===== config.mk =====
export PLATFORM = sky130hd
export DESIGN_NAME = rdas_cell
export DESIGN_NICKNAME = d
export VERILOG_FILES = /design/src/rdas_pkg.sv /design/src/rdas_cell.sv
export SDC_FILE = /design/constraint.sdc
export NUM_CORES = 1
export LEC_CHECK = 0
export ABC_AREA = 1
export BUFFER_PORTS_ARGS = -buffer_cell sky130_fd_sc_hd__buf_2
export CORE_MARGIN = 5
export CORE_UTILIZATION = 46
export CTS_CLUSTER_SIZE = 30
export DETAILED_ROUTE_END_ITERATION = 7
export PLACE_DENSITY = 0.87
export RECOVER_POWER = 100
export SLEW_MARGIN = 20
export SYNTH_ARGS = -nofsm -noshare
export SYNTH_HDL_FRONTEND = slang
export SYNTH_SLANG_ARGS = --single-unit

===== constraint.sdc =====
create_clock -name i_clk -period 3.53 [get_ports i_clk]
set_input_delay 0.1765 -clock i_clk [delete_from_list [all_inputs] [get_ports i_clk]]
set_output_delay 0.1765 -clock i_clk [all_outputs]
set_load 0.02 [all_outputs]

===== src/rdas_pkg.sv =====
`default_nettype none
package rdas_pkg;

    localparam int CAPACITY = 64;
    localparam int IDX_W    = $clog2(CAPACITY);
    localparam int CNT_W    = $clog2(CAPACITY + 1);
    localparam int POS_W    = 6;
    localparam int OCC_W    = 7;
    localparam int IN_W     = 72;
    localparam int OUT_W    = 80;

    localparam logic [2:0] OP_PUSH_FRONT = 3'd0;
    localparam logic [2:0] OP_PUSH_BACK  = 3'd1;
    localparam logic [2:0] OP_POP_FRONT  = 3'd2;
    localparam logic [2:0] OP_POP_BACK   = 3'd3;
    localparam logic [2:0] OP_SEARCH     = 3'd4;

    localparam logic [1:0] ST_OK    = 2'd0;
    localparam logic [1:0] ST_EMPTY = 2'd1;
    localparam logic [1:0] ST_FULL  = 2'd2;
    localparam logic [1:0] ST_MISS  = 2'd3;

    typedef struct packed {
        logic [31:0] area;
        logic [15:0] rect_length;
        logic [15:0] rect_width;
    } t_rec;

    typedef struct packed {
        logic shift_back;
        logic shift_front;
        logic load;
    } t_cell_ctl;

endpackage
`default_nettype wire


===== src/rdas_cell.sv =====
`default_nettype none
module rdas_cell
    import rdas_pkg::*;
(
    input  wire logic      i_clk,
    input  wire t_cell_ctl i_ctl,
    input  wire t_rec      i_prev,
    input  wire t_rec      i_next,
    input  wire t_rec      i_ins,
    output t_rec           o_rec
);

    t_rec r_rec;

    always_ff @(posedge i_clk) begin
        if (i_ctl.shift_back) begin
            r_rec <= i_prev;
        end else if (i_ctl.shift_front) begin
            r_rec <= i_next;
        end else if (i_ctl.load) begin
            r_rec <= i_ins;
        end
    end

    assign o_rec = r_rec;

endmodule
`default_nettype wire


==> summary.txt, run 1 <==
Detailed routing
  – Vias: 4120
  – Final WL: 11950 um
  – Initial DRC Count: 129
  – Vias/cell: 4.578
  – DRC violations left: 0
  – Post-DRT Antenna Nets: 0
  – First-pass iteration count of the detailed router: 4
  – Drt wl/cell: 13.28 um

Synth
  – Synth Warn #: 0
  – Syn Nets: 739
  – Post-synthesis sequential area ratio: 0.4968
  – Synth Cell Area: 3869 um2
  – Netlist cell types: 10
  – Syn Inst Count: 543
  – Synth Area per Inst: 7.125 um2
  – Yosys reg bits: 64

Critical path
  – CP max FO: 65
  – Critical Path Start Type: input pin
  – Required time of the worst setup path: 3.61 ns
  – Crit path DAT: 2.48 ns
  – CP Class: input pin to flop
  – Endpoint type of the worst setup path: flop

Timing
  – Final Hold Fails: 0
  – Unrepaired setup endpoints after global routing: no
  – Max Freq: 416.6 MHz
  – Pins Over Slew Limit: 65
  – Final Setup Violations: 0
  – Setup TNS: 0 ns
  – Worst relative slew slack: -0.2998
  – Worst Max-Slew Pin Slew: 1.950 ns
  – Tcrit/Tclk final: 0.6800
  – Min Tclk post-route: 2.400 ns

Hold path
  – WHS Endpoint: o_rec[27]$_DFFE_PP_
  – Hold Crit Class: input pin to flop
  – Worst min-delay path startpoint: i_prev[27]
  – Hold depth: 3

Status
  – Failing checks: capacitance limit, slew limit
  – Status: complete, but fails checks

Floorplan
  – Io pins: 260
  – Die width: 101.7 um
  – Starting density of the core: 0.4708
  – Site Rows: 33
  – Die area: 10340 um2
  – Core region area: 8217 um2
  – Chip height: 101.7 um

GRT
  – First-pass GRT wire length: 17800 um
  – Number of global-route vias before repair: 3907
  – Initial antenna violation count: 0
  – Total Routing Usage GR: 0.2184
  – Pin count of the biggest net entering global routing: 66
  – Total grt overflow: 0

Place
  – GPL Wtd Cong: 0.8308
  – PortBufs: 259
  – Placed Cells: 884
  – Post-DP HPWL: 8791 um

Pwr
  – Pwr Density: 388.4 nW/um2
  – LEAKAGE: 3.152 nW
  – Worst vdd ir: 0.0001710 V

Clocking
  – Clock slew at reported path FFs: 0.08 ns
  – Cts repair resizes: 0
  – Max Buffers Root-to-Sink: 2
  – CTS Sinks: 64
  – H-tree levels: 3
  – TritonCTS Buffers: 9
  – Post-CTS Hold Buffers: 0
  – TritonCTS clock tree: yes
  – Post-CTS Setup Inserts: 0
  – CTS root buf: clkbuf_8

Cells and area
  – Ant. Diodes: 0
  – Most frequent cells in the layout: 257 x nand2_1, 195 x buf_2, 129 x inv_1, 66 x clkbuf_1
  – Most common cell after layout, fill and taps aside: nand2_1
  – Filler cells: 799
  – Finished Layout Cells: 900
  – Area Overhead vs Synth: 36.16%
  – Max reg flops: 64
  – Share of cells above drive strength 1: 0.2667
  – Final Net Count: 986

Flow run
  – Max_cap viols: 1
[how the worst max path moves through the flow]
stage | from | endpoint | slack, ns | cells past startpoint
2_1_floorplan | i_ctl[2] | o_rec[0]$_DFFE_PP_ | 1.22 | 4
3_3_place_gp | i_ctl[1] | o_rec[40]$_DFFE_PP_ | 1.44 | 6
3_5_place_dp | i_ctl[1] | o_rec[24]$_DFFE_PP_ | 1.42 | 6
4_1_cts | i_ctl[1] | o_rec[24]$_DFFE_PP_ | 1.77 | 6
5_1_grt | i_ctl[1] | o_rec[3]$_DFFE_PP_ | 0.82 | 6
6_report | i_ctl[1] | o_rec[37]$_DFFE_PP_ | 1.13 | 6
[metal layers]
layer / GRT usage / wire length, um / up-vias
met5: 0 / 0 / -
met2: 0.3989 / 6202 / 208
li1: - / - / 2098
met4: 0.09100 / 342 / 0
met3: 0.04545 / 1201 / 29
met1: 0.2457 / 4207 / 1785
[stage by stage]
step	setup slack [ns]	cell area [um2]	util	hold WS, ns	power [mW]
finish	1.130	5268	0.6411	0.1114	2.046
CTS	1.775	5350	0.6511	0.1002	2.082
floorplan	1.218	3869	-	0.3582	1.266
detailed placement	1.420	5171	0.6294	0.4502	1.488
global route	0.8190	5268	0.6411	0.1050	2.156
global placement	1.441	5171	0.6294	0.4461	1.474
[power breakdown]
group | internal (mW) | total (mW) | switching (mW)
combinational | 0.173 | 0.487 | 0.314
clock | 0.320 | 0.596 | 0.276
sequential | 0.938 | 0.962 | 0.0242
total | 1.43 | 2.05 | 0.614
[synth_stat cells (all sizes together)]
| cell | count | area (um2) |
|---|---|---|
| nand2 | 257 | 964.7 |
| clkbuf | 1 | 3.750 |
| nand3 | 64 | 320.3 |
| buf | 26 | 166.4 |
| inv | 130 | 488.0 |
| nor2 | 1 | 3.750 |
| edfxtp | 64 | 1922 |
[worst max-delay path, stage by stage]
cell,delay [ns]
buf_2,0.10
buf_4,0.31
inv_1,1.48
nand2_1,0.15
nand3_1,0.15
nand2_1,0.06
[cell type report]
cell class	instances	area, um2	share of cell area
Sequential cell	64	1922	0.3648
Multi-Input combinational cell	322	1289	0.2447
Timing Repair Buffer	263	1259	0.2390
Inverter	130	488.0	0.09264
Clock buffer	11	131.4	0.02494
Tap cell	105	131.4	0.02494
Clock inverter	5	47.55	0.009026
[kinds of logic after synthesis]
family | count (synthesis) | share of synthesized area
buffers and inverters | 157 | 0.1701
and+or+nand+nor | 322 | 0.3331
DFF | 64 | 0.4968
Power figures use the tool's default switching activity.
==> run 2, diff against run 1 <==
Settings changed: CORE_UTILIZATION 46 to 38, PLACE_DENSITY 0.87 to 0.77.
Clock period 3.53 ns to 2.1 ns, I/O delays scaled along.
==> run 2 against run 1 <==
Effect of this change:
- the flow now finishes without violations
- worst setup slack worse by 0.21 ns
- largest cell class unchanged
- utilization is 10 points lower
- hold slack worse by 0.066 ns
- critical endpoint is now o_rec[34]$_DFFE_PP_
- clock power is 67% higher
- die area is 19% higher
- sequential share of layout area is 0.43 points lower
- routed wire length is 2.4% lower
- design area is 1.2% higher
- combinational power is 68% higher
- sequential power is 68% higher
- largest power group unchanged
- clock-buffer cell count is 1 higher
- first-iteration DRC count is 110% higher
==> summary.txt, run 2 (synthesis gave the netlist of run 1 again) <==
Status
  – Status: finished, final reports clean (was complete, but fails checks)

Pwr
  – LEAKAGE: 3.172 nW (was 3.152 nW)
  – Pwr Density: 643.5 nW/um2 (was 388.4 nW/um2)
  – Worst vdd ir: 0.0002946 V (was 0.0001710 V)
  – Total Power: 3.430 mW (was 2.046 mW)

Cells and area
  – Ant. Diodes: 0 (unchanged)
  – Filler cells: 1030 (was 799)
  – Most frequent cells in the layout: 256 x nand2_1, 194 x buf_2, 128 x inv_1, 68 x clkbuf_1 (was 257 x nand2_1, 195 x buf_2, 129 x inv_1, 66 x clkbuf_1)
  – Final Net Count: 992 (was 986)
  – Fin util: 0.5403 (was 0.6411)
  – Post-Layout Inst Area: 5330 um2 (was 5268 um2)
  – Finished Layout Cells: 934 (was 900)
  – Share of cells above drive strength 1: 0.2747 (was 0.2667)
  – Most common cell after layout, fill and taps aside: nand2_1 (unchanged)
  – Area Overhead vs Synth: 37.77% (was 36.16%)
  – Max reg flops: 64 (unchanged)

Place
  – Placed Cells: 918 (was 884)
  – PortBufs: 259 (unchanged)
  – Placed inst area: 5239 um2 (was 5171 um2)
  – Post-DP HPWL: 9028 um (was 8791 um)
  – Worst slack, placed: 0.9504 ns (was 1.420 ns)
  – GPL Wtd Cong: 0.8838 (was 0.8308)

Timing
  – Worst relative slew slack: 0.4055 (was -0.2998)
  – Setup TNS: 0 ns (unchanged)
  – Tcrit/Tclk final: 0.5632
  – Max Freq: 845.5 MHz
  – Final hold slack: 0.04507 ns (was 0.1114 ns)
  – Pins Over Slew Limit: 0 (was 65)
  – Final Hold Fails: 0 (unchanged)
  – Worst Max-Slew Pin Slew: 0.8918 ns (was 1.950 ns)
  – Final Setup Violations: 0 (unchanged)
  – Final setup margin: 0.9172 ns (was 1.130 ns)
  – Min Tclk post-route: 1.183 ns
  – Unrepaired setup endpoints after global routing: no (unchanged)

Detailed routing
  – Drt wl/cell: 12.49 um (was 13.28 um)
  – DRC violations left: 0 (unchanged)
  – Vias/cell: 4.327 (was 4.578)
  – Vias: 4041 (was 4120)
  – Final WL: 11670 um (was 11950 um)
  – First-pass iteration count of the detailed router: 4 (unchanged)
  – Initial DRC Count: 267 (was 129)
  – Post-DRT Antenna Nets: 0 (unchanged)

Critical path
  – Endpoint type of the worst setup path: flop (unchanged)
  – Crit path DAT: 1.13 ns (was 2.48 ns)
  – Critical Path Start Type: input pin (unchanged)
  – Crit path capture: o_rec[34]$_DFFE_PP_ (was o_rec[37]$_DFFE_PP_)
  – CP max FO: 35 (was 65)
  – CP Class: input pin to flop (unchanged)
  – CP Launch Point: i_ctl[1] (unchanged)
  – Required time of the worst setup path: 2.05 ns (was 3.61 ns)

Clocking
  – Cts repair resizes: 0 (unchanged)
  – CTS Sinks: 64 (unchanged)
  – H-tree levels: 3 (unchanged)
  – TritonCTS clock tree: yes (unchanged)
  – TritonCTS Buffers: 9 (unchanged)
  – Post-CTS Setup Inserts: 0 (unchanged)
  – Post-CTS Hold Buffers: 0 (unchanged)
  – CTS root buf: clkbuf_8 (unchanged)
  – Clock slew at reported path FFs: 0.07 ns (was 0.08 ns)
  – Max Buffers Root-to-Sink: 2 (unchanged)

Floorplan
  – Die area: 12300 um2 (was 10340 um2)
  – Io pins: 260 (unchanged)
  – Die width: 110.9 um (was 101.7 um)
  – Site Rows: 36 (was 33)
  – Chip height: 110.9 um (was 101.7 um)
  – Starting density of the core: 0.3922 (was 0.4708)
  – Core region area: 9864 um2 (was 8217 um2)

GRT
  – Total grt overflow: 0 (unchanged)
  – First-pass GRT wire length: 18310 um (was 17800 um)
  – Initial antenna violation count: 0 (unchanged)
  – Total Routing Usage GR: 0.1825 (was 0.2184)
  – Pin count of the biggest net entering global routing: 37 (was 66)
  – Number of global-route vias before repair: 3740 (was 3907)

Hold path
  – Hold Crit Class: input pin to flop (unchanged)
  – Worst min-delay path startpoint: i_prev[54] (was i_prev[27])

Flow run
  – Max_cap viols: 0 (was 1)
## run 2: cell types whose count changed in the layout (fill, tap and decap cells not counted)
cell | before | now
buf_12 | 1 | 0
buf_2 | 195 | 194
buf_4 | 3 | 7
clkbuf_1 | 66 | 68
clkbuf_2 | 0 | 3
clkinv_1 | 2 | 0
clkinv_2 | 2 | 3
inv_1 | 129 | 128
inv_2 | 1 | 2
nand2_1 | 257 | 256
nand2_2 | 0 | 1
## run 2: power by group
group          internal [mW]  switching [mW]  leakage (nW)  total [mW]
sequential              1.58          0.0383         0.673        1.62
combinational          0.290           0.527          2.40       0.818
clock                  0.544           0.452        0.0941       0.997
total                   2.41            1.02          3.17        3.43
## run 2: how the worst min path moves through the flow
stage | end | slack (ns) | depth (start not counted)
2_1_floorplan | o_rec[61]$_DFFE_PP_ | 0.29 | 2
3_3_place_gp | o_rec[32]$_DFFE_PP_ | 0.38 | 3
3_5_place_dp | o_rec[44]$_DFFE_PP_ | 0.38 | 3
4_1_cts | o_rec[54]$_DFFE_PP_ | 0.02 | 3
5_1_grt | o_rec[21]$_DFFE_PP_ | 0.02 | 3
6_report | o_rec[54]$_DFFE_PP_ | 0.05 | 3
## run 2: cell type report
type,instances,area [um2],area share
repair buffers,269,1282,0.2406
flip-flops and latches,64,1922,0.3606
multi-input cells,322,1291,0.2423
well taps,133,166.4,0.03122
inverters,130,488.0,0.09155
clock inverters,4,45.04,0.008451
clock buffers,12,135.1,0.02535
## run 2: layer usage
layer,global-route usage,share of wire,vias to the layer above
met5,0,0,-
met4,0.05993,0.015,0
met3,0.04967,0.087,13
met2,0.3374,0.52,167
met1,0.2009,0.38,1750
li1,-,-,2111
## run 2: critical path, cell delays in order
cell      delay [ns]
clkbuf_1        0.16
nor2_1          0.10
nand2_2         0.06
clkbuf_2        0.67
